`config.mk`:
```
export PLATFORM = sky130hd
export DESIGN_NAME = grid_cfl_divergence_max_scan
export DESIGN_NICKNAME = d
export VERILOG_FILES = /design/src/rtl/gcdms_pkg.sv /design/src/rtl/gcdms_ctrl.sv /design/src/rtl/gcdms_dp.sv /design/src/rtl/grid_cfl_divergence_max_scan.sv
export VERILOG_INCLUDE_DIRS = /design/src /design/src/rtl
export SDC_FILE = /design/constraint.sdc
export NUM_CORES = 2
export LEC_CHECK = 0
export ABC_AREA = 1
export BUFFER_PORTS_ARGS = -buffer_cell sky130_fd_sc_hd__buf_4
export CORE_UTILIZATION = 35
export CTS_BUF_LIST = sky130_fd_sc_hd__clkbuf_4 sky130_fd_sc_hd__clkbuf_8
export DETAILED_ROUTE_END_ITERATION = 16
export RECOVER_POWER = 50
export SLEW_MARGIN = 40
export SYNTH_ARGS = -nofsm -noshare
export SYNTH_HDL_FRONTEND = slang
export SYNTH_SLANG_ARGS = --single-unit
```
`constraint.sdc`:
```
create_clock -name i_clk -period 26.7 [get_ports i_clk]
set_input_delay 1.335 -clock i_clk [delete_from_list [all_inputs] [get_ports i_clk]]
set_output_delay 1.335 -clock i_clk [all_outputs]
set_load 0.05 [all_outputs]
```
`src/rtl/grid_cfl_divergence_max_scan_defines.svh`:
```
// Assertion macros used by the top level of the CFL and divergence maximum scan.
// No dependencies; define ASSERT_OFF to compile the checks away.
`ifndef GRID_CFL_DIVERGENCE_MAX_SCAN_DEFINES_SVH
`define GRID_CFL_DIVERGENCE_MAX_SCAN_DEFINES_SVH

`ifndef ASSERT_OFF
`define ASSERT_IMPL(label, clk, rst_n, ante, cons) \
    label: assert property (@(posedge clk) disable iff (!rst_n) (ante) |-> (cons)) \
        else $error("assertion failed");
`define ASSERT_NEXT(label, clk, rst_n, ante, cons) \
    label: assert property (@(posedge clk) disable iff (!rst_n) (ante) |=> (cons)) \
        else $error("assertion failed");
`else
`define ASSERT_IMPL(label, clk, rst_n, ante, cons)
`define ASSERT_NEXT(label, clk, rst_n, ante, cons)
`endif

`endif

```
`src/rtl/gcdms_pkg.sv`:
```
// Types and constants for the CFL and divergence maximum scan.
// Used by the controller, the datapath and the top level; no dependencies.
package gcdms_pkg;

    localparam int W_VEL = 32;
    localparam int W_VAL = 48;
    localparam int W_POS = 11;
    localparam int W_IDX = 3;
    localparam int IN_W  = 224;
    localparam int OUT_W = 88;

    localparam logic [W_VAL-1:0] SAT48 = {W_VAL{1'b1}};

    localparam logic [W_IDX-1:0] REG_MODE      = 3'd0;
    localparam logic [W_IDX-1:0] REG_INV_DX    = 3'd1;
    localparam logic [W_IDX-1:0] REG_INV_DY    = 3'd2;
    localparam logic [W_IDX-1:0] REG_TIME_STEP = 3'd3;
    localparam logic [W_IDX-1:0] REG_LIMIT     = 3'd4;
    localparam logic [W_IDX-1:0] REG_SIZE_X    = 3'd5;
    localparam logic [W_IDX-1:0] REG_SIZE_Y    = 3'd6;
    localparam logic [W_IDX-1:0] REG_SIZE_Z    = 3'd7;

    typedef enum logic [3:0] {
        S_IDLE,
        S_MUL_U,
        S_MUL_V,
        S_MUL_W,
        S_ACC_W,
        S_CMP,
        S_DT_LO,
        S_DT_HI,
        S_EMIT
    } t_state;

    typedef enum logic [2:0] {
        MSEL_U,
        MSEL_V,
        MSEL_W,
        MSEL_DT_LO,
        MSEL_DT_HI
    } t_mul_sel;

    typedef struct packed {
        logic     load;
        logic     mul_en;
        t_mul_sel mul_sel;
        logic     acc_clr;
        logic     acc_en;
        logic     cmp;
        logic     dt_save;
        logic     emit;
    } t_dp_cmd;

    typedef struct packed {
        logic last;
        logic mode_div;
        logic out_free;
    } t_dp_status;

endpackage

```
`src/rtl/gcdms_ctrl.sv`:
```
// Sequencing state machine for the CFL and divergence maximum scan.
// Depends on gcdms_pkg; drives the datapath through t_dp_cmd.
module gcdms_ctrl (
    input  logic                   i_clk,
    input  logic                   i_rst_n,
    input  logic                   i_s_tvalid,
    output logic                   o_s_tready,
    input  gcdms_pkg::t_dp_status  i_status,
    output gcdms_pkg::t_dp_cmd     o_cmd
);
    import gcdms_pkg::*;

    t_state r_state;
    t_state n_state;

    always_ff @(posedge i_clk) begin
        if (!i_rst_n) begin
            r_state <= S_IDLE;
        end else begin
            r_state <= n_state;
        end
    end

    always_comb begin
        n_state = r_state;
        case (r_state)
            S_IDLE: begin
                if (i_s_tvalid) begin
                    n_state = S_MUL_U;
                end
            end
            S_MUL_U: n_state = S_MUL_V;
            S_MUL_V: n_state = S_MUL_W;
            S_MUL_W: n_state = S_ACC_W;
            S_ACC_W: n_state = S_CMP;
            S_CMP: begin
                if (!i_status.last) begin
                    n_state = S_IDLE;
                end else if (i_status.mode_div) begin
                    n_state = S_EMIT;
                end else begin
                    n_state = S_DT_LO;
                end
            end
            S_DT_LO: n_state = S_DT_HI;
            S_DT_HI: n_state = S_EMIT;
            S_EMIT: begin
                if (i_status.out_free) begin
                    n_state = S_IDLE;
                end
            end
            default: n_state = S_IDLE;
        endcase
    end

    always_comb begin
        o_s_tready    = 1'b0;
        o_cmd         = '0;
        o_cmd.mul_sel = MSEL_U;
        case (r_state)
            S_IDLE: begin
                o_s_tready = 1'b1;
                o_cmd.load = i_s_tvalid;
            end
            S_MUL_U: begin
                o_cmd.mul_en  = 1'b1;
                o_cmd.mul_sel = MSEL_U;
                o_cmd.acc_clr = 1'b1;
            end
            S_MUL_V: begin
                o_cmd.mul_en  = 1'b1;
                o_cmd.mul_sel = MSEL_V;
                o_cmd.acc_en  = 1'b1;
            end
            S_MUL_W: begin
                o_cmd.mul_en  = 1'b1;
                o_cmd.mul_sel = MSEL_W;
                o_cmd.acc_en  = 1'b1;
            end
            S_ACC_W: begin
                o_cmd.acc_en = 1'b1;
            end
            S_CMP: begin
                o_cmd.cmp = 1'b1;
            end
            S_DT_LO: begin
                o_cmd.mul_en  = 1'b1;
                o_cmd.mul_sel = MSEL_DT_LO;
            end
            S_DT_HI: begin
                o_cmd.mul_en  = 1'b1;
                o_cmd.mul_sel = MSEL_DT_HI;
                o_cmd.dt_save = 1'b1;
            end
            S_EMIT: begin
                o_cmd.emit = i_status.out_free;
            end
            default: begin
                o_s_tready = 1'b0;
            end
        endcase
    end

endmodule

```
`src/rtl/gcdms_dp.sv`:
```
// Datapath of the CFL and divergence maximum scan: registers, shared multiplier,
// accumulator, running maximum, cell position and output register. Depends on gcdms_pkg.
module gcdms_dp #(
    parameter int MAX_DIM = 1024
) (
    input  logic                              i_clk,
    input  logic                              i_rst_n,
    input  logic                              i_cfg_wr_en,
    input  logic [gcdms_pkg::W_IDX-1:0]       i_cfg_index,
    input  logic [gcdms_pkg::W_VAL-1:0]       i_cfg_wdata,
    input  logic [gcdms_pkg::IN_W-1:0]        i_s_tdata,
    input  gcdms_pkg::t_dp_cmd                i_cmd,
    output gcdms_pkg::t_dp_status             o_status,
    output logic                              o_m_tvalid,
    input  logic                              i_m_tready,
    output logic [gcdms_pkg::OUT_W-1:0]       o_m_tdata
);
    import gcdms_pkg::*;

    localparam int DIM_HI = (MAX_DIM > 2047) ? 2047 : MAX_DIM;
    localparam logic [W_POS-1:0] DIM_HI_V = DIM_HI[W_POS-1:0];
    localparam logic [W_POS-1:0] POS_ONE  = W_POS'(1);

    function automatic logic [W_POS-1:0] eff_size(input logic [W_POS-1:0] s);
        logic [W_POS-1:0] r;
        if (s == '0) begin
            r = POS_ONE;
        end else if (s > DIM_HI_V) begin
            r = DIM_HI_V;
        end else begin
            r = s;
        end
        return r;
    endfunction

    logic                 r_mode;
    logic [W_VEL-1:0]     r_inv_dx;
    logic [W_VEL-1:0]     r_inv_dy;
    logic [W_VEL-1:0]     r_time_step;
    logic [W_VAL-1:0]     r_limit;
    logic [W_POS-1:0]     r_size_x;
    logic [W_POS-1:0]     r_size_y;
    logic [W_POS-1:0]     r_size_z;

    logic [IN_W-1:0]      r_cell;
    logic                 r_cell_div;
    logic [64:0]          r_prod;
    logic                 r_prod_neg;
    logic signed [50:0]   r_acc;
    logic [W_VAL-1:0]     r_dt_lo;
    logic [W_VAL-1:0]     r_best_value;
    logic [W_POS-1:0]     r_best_i;
    logic [W_POS-1:0]     r_best_j;
    logic [W_POS-1:0]     r_best_k;
    logic [W_POS-1:0]     r_pos_i;
    logic [W_POS-1:0]     r_pos_j;
    logic [W_POS-1:0]     r_pos_k;
    logic                 r_out_valid;
    logic [OUT_W-1:0]     r_out_data;

    logic [W_VEL-1:0]     w_a;
    logic [W_VEL-1:0]     w_b;
    logic [W_VEL-1:0]     w_sp;
    logic signed [32:0]   w_pair;
    logic [32:0]          w_pair_mag;
    logic [32:0]          w_mul_a;
    logic [W_VEL-1:0]     w_mul_b;
    logic                 w_mul_neg;
    logic [49:0]          w_term_mag;
    logic signed [50:0]   w_term;
    logic [50:0]          w_acc_mag;
    logic [W_VAL-1:0]     w_metric;
    logic                 w_wi;
    logic                 w_wj;
    logic                 w_wk;
    logic                 w_last;
    logic [48:0]          w_dt_sum;
    logic [W_VAL-1:0]     w_dt;
    logic [W_VAL-1:0]     w_value;
    logic                 w_passed;

    always_ff @(posedge i_clk) begin
        if (!i_rst_n) begin
            r_mode      <= 1'b0;
            r_inv_dx    <= W_VEL'(65536);
            r_inv_dy    <= W_VEL'(65536);
            r_time_step <= W_VEL'(65536);
            r_limit     <= W_VAL'(65536);
            r_size_x    <= W_POS'(1024);
            r_size_y    <= W_POS'(1024);
            r_size_z    <= W_POS'(1024);
        end else if (i_cfg_wr_en) begin
            case (i_cfg_index)
                REG_MODE:      r_mode      <= i_cfg_wdata[0];
                REG_INV_DX:    r_inv_dx    <= i_cfg_wdata[W_VEL-1:0];
                REG_INV_DY:    r_inv_dy    <= i_cfg_wdata[W_VEL-1:0];
                REG_TIME_STEP: r_time_step <= i_cfg_wdata[W_VEL-1:0];
                REG_LIMIT:     r_limit     <= i_cfg_wdata;
                REG_SIZE_X:    r_size_x    <= i_cfg_wdata[W_POS-1:0];
                REG_SIZE_Y:    r_size_y    <= i_cfg_wdata[W_POS-1:0];
                REG_SIZE_Z:    r_size_z    <= i_cfg_wdata[W_POS-1:0];
                default: begin
                    r_mode <= r_mode;
                end
            endcase
        end
    end

    always_comb begin
        case (i_cmd.mul_sel)
            MSEL_V: begin
                w_a  = r_cell[95:64];
                w_b  = r_cell[127:96];
                w_sp = r_inv_dy;
            end
            MSEL_W: begin
                w_a  = r_cell[159:128];
                w_b  = r_cell[191:160];
                w_sp = r_cell[223:192];
            end
            default: begin
                w_a  = r_cell[31:0];
                w_b  = r_cell[63:32];
                w_sp = r_inv_dx;
            end
        endcase
    end

    always_comb begin
        if (r_cell_div) begin
            w_pair = $signed({w_a[31], w_a}) - $signed({w_b[31], w_b});
        end else begin
            w_pair = $signed({w_a[31], w_a}) + $signed({w_b[31], w_b});
        end
        w_pair_mag = w_pair[32] ? 33'(-w_pair) : 33'(w_pair);
        case (i_cmd.mul_sel)
            MSEL_DT_LO: begin
                w_mul_a   = {1'b0, r_best_value[31:0]};
                w_mul_b   = r_time_step;
                w_mul_neg = 1'b0;
            end
            MSEL_DT_HI: begin
                w_mul_a   = {17'b0, r_best_value[47:32]};
                w_mul_b   = r_time_step;
                w_mul_neg = 1'b0;
            end
            default: begin
                w_mul_a   = w_pair_mag;
                w_mul_b   = w_sp;
                w_mul_neg = r_cell_div & w_pair[32];
            end
        endcase
    end

    always_ff @(posedge i_clk) begin
        if (i_cmd.load) begin
            r_cell     <= i_s_tdata;
            r_cell_div <= r_mode;
        end
        if (i_cmd.mul_en) begin
            r_prod     <= 65'(w_mul_a) * 65'(w_mul_b);
            r_prod_neg <= w_mul_neg;
        end
        if (i_cmd.dt_save) begin
            r_dt_lo <= r_prod[63:16];
        end
    end

    always_comb begin
        if (r_cell_div) begin
            w_term_mag = 50'(r_prod[64:16]) + 50'(r_prod_neg & (|r_prod[15:0]));
        end else begin
            w_term_mag = 50'(r_prod[64:17]);
        end
        w_term = r_prod_neg ? -$signed({1'b0, w_term_mag}) : $signed({1'b0, w_term_mag});
    end

    always_ff @(posedge i_clk) begin
        if (i_cmd.acc_clr) begin
            r_acc <= '0;
        end else if (i_cmd.acc_en) begin
            r_acc <= r_acc + w_term;
        end
    end

    always_comb begin
        w_acc_mag = r_acc[50] ? 51'(-r_acc) : 51'(r_acc);
        w_metric  = (|w_acc_mag[50:48]) ? SAT48 : w_acc_mag[47:0];
        w_wi      = r_pos_i >= eff_size(r_size_x);
        w_wj      = r_pos_j >= eff_size(r_size_y);
        w_wk      = r_pos_k >= eff_size(r_size_z);
        w_last    = w_wi & w_wj & w_wk;
    end

    always_ff @(posedge i_clk) begin
        if (!i_rst_n) begin
            r_best_value <= '0;
            r_best_i     <= POS_ONE;
            r_best_j     <= POS_ONE;
            r_best_k     <= POS_ONE;
            r_pos_i      <= POS_ONE;
            r_pos_j      <= POS_ONE;
            r_pos_k      <= POS_ONE;
        end else if (i_cmd.cmp) begin
            if (w_metric > r_best_value) begin
                r_best_value <= w_metric;
                r_best_i     <= r_pos_i;
                r_best_j     <= r_pos_j;
                r_best_k     <= r_pos_k;
            end
            if (w_last) begin
                r_pos_i <= POS_ONE;
                r_pos_j <= POS_ONE;
                r_pos_k <= POS_ONE;
            end else if (!w_wi) begin
                r_pos_i <= r_pos_i + POS_ONE;
            end else begin
                r_pos_i <= POS_ONE;
                if (!w_wj) begin
                    r_pos_j <= r_pos_j + POS_ONE;
                end else begin
                    r_pos_j <= POS_ONE;
                    r_pos_k <= r_pos_k + POS_ONE;
                end
            end
        end else if (i_cmd.emit) begin
            r_best_value <= '0;
            r_best_i     <= POS_ONE;
            r_best_j     <= POS_ONE;
            r_best_k     <= POS_ONE;
        end
    end

    always_comb begin
        w_dt_sum = 49'({r_prod[31:0], 16'b0}) + 49'(r_dt_lo);
        w_dt     = ((|r_prod[64:32]) || w_dt_sum[48]) ? SAT48 : w_dt_sum[47:0];
        w_value  = r_cell_div ? r_best_value : w_dt;
        w_passed = w_value <= r_limit;
    end

    always_ff @(posedge i_clk) begin
        if (!i_rst_n) begin
            r_out_valid <= 1'b0;
        end else if (i_cmd.emit) begin
            r_out_valid <= 1'b1;
        end else if (i_m_tready) begin
            r_out_valid <= 1'b0;
        end
    end

    always_ff @(posedge i_clk) begin
        if (i_cmd.emit) begin
            r_out_data <= {6'b0, w_passed, r_best_k, r_best_j, r_best_i, w_value};
        end
    end

    assign o_status.last     = w_last;
    assign o_status.mode_div = r_cell_div;
    assign o_status.out_free = !r_out_valid || i_m_tready;
    assign o_m_tvalid        = r_out_valid;
    assign o_m_tdata         = r_out_data;

endmodule

```
`src/rtl/grid_cfl_divergence_max_scan.sv`:
```
// Top level of the CFL and divergence maximum scan over a streamed grid.
// Depends on gcdms_pkg, gcdms_ctrl, gcdms_dp and the assertion macro header.
//
// Cells arrive in raster order (i fastest, then j, then k), one transfer per cell.
// Each cell is taken in the idle state; the block is not ready for the next one until
// the three multiply states, the accumulate and the compare have run, as one shared
// 33x32 multiplier forms the three velocity terms in turn. After the last cell of the
// grid, CFL mode adds two multiply states, where the same multiplier scales the maximum
// by the time step in two partial products, before the emit state; divergence mode goes
// straight to emit. The result sits in an output register, so one result may wait while
// the next scan runs; a second final cell stalls until the first result is taken.
`include "grid_cfl_divergence_max_scan_defines.svh"

module grid_cfl_divergence_max_scan #(
    parameter int MAX_DIM = 1024
) (
    input  logic                          i_clk,
    input  logic                          i_rst_n,
    input  logic                          i_cfg_wr_en,
    input  logic [gcdms_pkg::W_IDX-1:0]   i_cfg_index,
    input  logic [gcdms_pkg::W_VAL-1:0]   i_cfg_wdata,
    input  logic                          i_s_axis_tvalid,
    output logic                          o_s_axis_tready,
    // u_here, u_west, v_here, v_south, w_here, w_below, dz_inv (32 bits each)
    input  logic [gcdms_pkg::IN_W-1:0]    i_s_axis_tdata,
    output logic                          o_m_axis_tvalid,
    input  logic                          i_m_axis_tready,
    // max_value (48), max_i (11), max_j (11), max_k (11), passed (1), zero fill (6)
    output logic [gcdms_pkg::OUT_W-1:0]   o_m_axis_tdata
);
    import gcdms_pkg::*;

    t_dp_cmd    w_cmd;
    t_dp_status w_status;

    gcdms_ctrl u_ctrl (
        .i_clk      (i_clk),
        .i_rst_n    (i_rst_n),
        .i_s_tvalid (i_s_axis_tvalid),
        .o_s_tready (o_s_axis_tready),
        .i_status   (w_status),
        .o_cmd      (w_cmd)
    );

    gcdms_dp #(
        .MAX_DIM (MAX_DIM)
    ) u_dp (
        .i_clk       (i_clk),
        .i_rst_n     (i_rst_n),
        .i_cfg_wr_en (i_cfg_wr_en),
        .i_cfg_index (i_cfg_index),
        .i_cfg_wdata (i_cfg_wdata),
        .i_s_tdata   (i_s_axis_tdata),
        .i_cmd       (w_cmd),
        .o_status    (w_status),
        .o_m_tvalid  (o_m_axis_tvalid),
        .i_m_tready  (i_m_axis_tready),
        .o_m_tdata   (o_m_axis_tdata)
    );

    `ASSERT_NEXT(a_one_cell_in_flight, i_clk, i_rst_n, i_s_axis_tvalid && o_s_axis_tready, !o_s_axis_tready)
    `ASSERT_NEXT(a_result_held, i_clk, i_rst_n, o_m_axis_tvalid && !i_m_axis_tready, o_m_axis_tvalid && $stable(o_m_axis_tdata))
    `ASSERT_IMPL(a_position_nonzero, i_clk, i_rst_n, o_m_axis_tvalid, (o_m_axis_tdata[58:48] != '0) && (o_m_axis_tdata[69:59] != '0) && (o_m_axis_tdata[80:70] != '0))

endmodule

```
==> results.json <==
{
  "io_pins": 370,
  "met2WireLength_um": 139000,
  "detail-route-antenna-nets": 0,
  "routability_congestion_estimate_from_global_placement": 1.008,
  "dr.first_iter.drc_count": 6832,
  "timing.clock.skew_ps": 64.12,
  "layout-drive-gt1-share": 0.08388,
  "crit_path_top_delay_cell": "sky130_fd_sc_hd__dfxtp_1",
  "failing_checks": "max-capacitance violations, max-slew violations",
  "maxClockFrequency_mhz": 65.66,
  "worst_ep_arrival_time_ps": 15830,
  "maximum_number_of_pins_on_one_net_before_global_route_repair": 113,
  "track_usage": 0.2682,
  "synth_enable_flop_cells": 421,
  "synth.avg_cell_area_um2": 8.024,
  "cap_viol_max_count": 7,
  "wl_met3_um": 30410,
  "routed_via_density": 5.395,
  "yosys.area_share.adder": 0.3132,
  "final_net_count": 11950,
  "hpwl_um": 244900,
  "crit_path_class": "flip-flop to flip-flop",
  "h-tree-depth": 4,
  "coreArea_mm2": 0.2275,
  "cp_common_cell": "sky130_fd_sc_hd__nand2_1",
  "transition_time_of_the_tightest_slew_check_pin_ps": 5114,
  "synth.lib_cells_used.distinct": 63,
  "number_of_iterations_in_the_first_detailed_routing_pass": 8,
  "fraction_of_the_mapped_netlist_area_in_compound_gates": 0.1038,
  "muxShareOfSynthArea": 0,
  "port-buffer-count": 363,
  "grt_first_pass_wirelength_um": 462700,
  "synth_ff_type": "sky130_fd_sc_hd__edfxtp_1",
  "top_layer": "met5",
  "clock_tree.root_cell": "sky130_fd_sc_hd__clkbuf_8",
  "cpPeakStageDelay_ps": 1480,
  "cts_inserted_buffers": 135,
  "syn2layout_area_growth_pct": 11.22,
  "drt_wl_total_um": 312700,
  "status": "complete, but fails checks",
  "tns_ps": 0,
  "cp-end-kind": "flip-flop",
  "cell_family_with_most_cp_delay": "adder cells",
  "row_count": 175,
  "synth.most_common_cell": "sky130_fd_sc_hd__inv_1",
  "die_y_um": 480.6,
  "starting_utilization_of_the_core_area": 0.3524,
  "synth_warnings": 0,
  "detail_route.drc_violations": 0,
  "clkSlewWorstSetupHoldPaths_ps": 60,
  "yosysTopAreaCellShare": 0.2320,
  "finalWorstPathRequiredPeriod_ps": 15230,
  "yosysSeqAreaShare": 0.2446,
  "leading_cell_types_by_total_area_after_synthesis": "sky130_fd_sc_hd__fa_1 23%, sky130_fd_sc_hd__edfxtp_1 16%, sky130_fd_sc_hd__dfxtp_1 8.7%, sky130_fd_sc_hd__inv_1 8.4%, sky130_fd_sc_hd__ha_1 8.1%",
  "clock_path_buffers": 3,
  "critical_path.startpoint_type": "flip-flop",
  "via_count": 71980,
  "yosysTopAreaCell": "sky130_fd_sc_hd__fa_1",
  "yosys.area_share.xor_xnor": 0.02710,
  "grt.overflow.total": 0,
  "final_max_slew_viol_count": 458,
  "finalCritPeriodShare": 0.5704,
  "synthTopCellsByCount": "1799 x sky130_fd_sc_hd__inv_1, 1516 x sky130_fd_sc_hd__nand2_1, 1247 x sky130_fd_sc_hd__nor2_1",
  "first_global_vias": 72420,
  "synth_seq_cells": 769,
  "mappedNetlistArea_mm2": 0.08016,
  "antenna_found_initial": 13,
  "worstSkewPairLatency_ps": 900,
  "finalSetupViolCount": 0,
  "synth_cells": 9990,
  "rsz0062_at_grt": "no",
  "holdBufCountCts": 0,
  "critical_path_buf_inv_count": 9,
  "main_combinational_cell_family_by_area_after_synthesis": "adder cells",
  "cts_sinks": 769,
  "route.detailed.wl_per_inst_um": 23.44,
  "synth_simple_gate_area_frac": 0.2032,
  "path_max_fanout": 54,
  "hold_path_class": "flip-flop to flip-flop",
  "cts_resized": 0,
  "synth-async-reset-ratio": 0,
  "slew_headroom": -2.409,
  "final-hold-violation-count": 0,
  "detail_route.wirelength.met1_um": 126500,
  "die_w_um": 480.6,
  "cts_tree": "yes",
  "worst-endpoint-required_ps": 27300,
  "post-cts-setup-buffer-count": 0,
  "floorplan.die_area_mm2": 0.2309
}
## routing by layer
layer	global-route usage	vias to the layer above
met5	0	-
met4	0.1298	6
met3	0.06827	768
met2	0.4212	3573
met1	0.3424	35180
li1	-	32450
## sequential cells by signal (all words and copies together) (netlist names), 48 cells and up
register           flops
u_dp.r_dt_lo          48
u_dp.r_best_value     48
u_dp.r_acc            51
u_dp.r_limit          48
u_dp.r_cell          224
u_dp.r_prod           65
u_dp.o_m_tdata        82
## metrics by stage
stage,util,cells,cell area [um^2],hold WS (ps),setup slack [ps]
floorplan,-,9995,80180,408.8,16000
global placement,0.3779,13090,85980,414.1,12260
detailed placement,0.3787,13090,86150,417.2,12370
CTS,0.3920,13330,89180,401.2,12290
global route,0.3918,13340,89140,416.9,10320
finish,0.3919,13340,89150,413.4,11470
## logic make-up after synthesis
logic type / count (synthesis)
and+or+nand+nor: 3851
DFF: 769
other: 1
adders and majority gates: 1449
xor gates and xnor gates: 248
buffers and inverters: 2228
AOI/OAI and AO/OA: 1444
## area by class of cell
class,count,area (um^2)
fillers,23230,138300
multi-input cells,6998,52240
flip-flops and latches,769,19610
inverters,1827,6865
well taps,3009,3765
repair buffers,485,3628
clock buffers,191,2360
clock inverters,54,668.1
diodes,9,22.52
## path summary, 6_finish.rpt
check | start | cells past startpoint | slack, ps | endpoint
max | u_ctrl.r_state[0] | 57 | 11470 | u_dp.r_prod[48]
max reg2reg | u_ctrl.r_state[0] | 57 | 11470 | u_dp.r_prod[48]
min | u_dp.r_best_j[7] | 0 | 410 | u_dp.o_m_tdata[66]
min reg2reg | u_dp.r_best_j[7] | 0 | 410 | u_dp.o_m_tdata[66]
## worst reg2reg max path: cells and delay by family (launching register included)
family	cells	cell delay, ps
AND/OR/NAND/NOR	30	4700
buffers and inverters	9	1400
adder cells (fa/ha/maj)	10	5070
XOR/XNOR	1	200
AO/OA/AOI/OAI	7	2100
flip-flops	1	1480
## layout by cell type, fill, tap and decap left out, types with 16 or more instances in the layout
| cell | instances |
|---|---|
| sky130_fd_sc_hd__a21oi_1 | 627 |
| sky130_fd_sc_hd__o22ai_1 | 45 |
| sky130_fd_sc_hd__nand3_1 | 771 |
| sky130_fd_sc_hd__a31oi_1 | 63 |
| sky130_fd_sc_hd__clkbuf_4 | 260 |
| sky130_fd_sc_hd__dfxtp_1 | 348 |
| sky130_fd_sc_hd__or2_2 | 16 |
| sky130_fd_sc_hd__a21o_1 | 17 |
| sky130_fd_sc_hd__clkinv_1 | 31 |
| sky130_fd_sc_hd__nand2_1 | 1504 |
| sky130_fd_sc_hd__buf_4 | 246 |
| sky130_fd_sc_hd__nand2_2 | 26 |
| sky130_fd_sc_hd__nand3b_1 | 18 |
| sky130_fd_sc_hd__clkbuf_1 | 16 |
| sky130_fd_sc_hd__a2bb2oi_1 | 30 |
| sky130_fd_sc_hd__nand4_1 | 85 |
| sky130_fd_sc_hd__ha_1 | 520 |
| sky130_fd_sc_hd__inv_2 | 17 |
| sky130_fd_sc_hd__inv_1 | 1788 |
| sky130_fd_sc_hd__o21bai_1 | 23 |
| sky130_fd_sc_hd__nor4_1 | 46 |
| sky130_fd_sc_hd__xnor2_1 | 80 |
| sky130_fd_sc_hd__fa_1 | 929 |
| sky130_fd_sc_hd__xor2_1 | 168 |
| sky130_fd_sc_hd__clkinv_2 | 18 |
| sky130_fd_sc_hd__o211ai_1 | 48 |
| sky130_fd_sc_hd__edfxtp_1 | 421 |
| sky130_fd_sc_hd__nor3_1 | 75 |
| sky130_fd_sc_hd__clkbuf_8 | 148 |
| sky130_fd_sc_hd__o221ai_1 | 16 |
| sky130_fd_sc_hd__o21a_1 | 26 |
| sky130_fd_sc_hd__nor2_1 | 1244 |
| sky130_fd_sc_hd__o21ai_0 | 383 |
| sky130_fd_sc_hd__a221oi_1 | 30 |
Power is left out: the tool's default activity adds up to more than one toggle a clock period on the data nets, which glitch-free logic cannot reach.
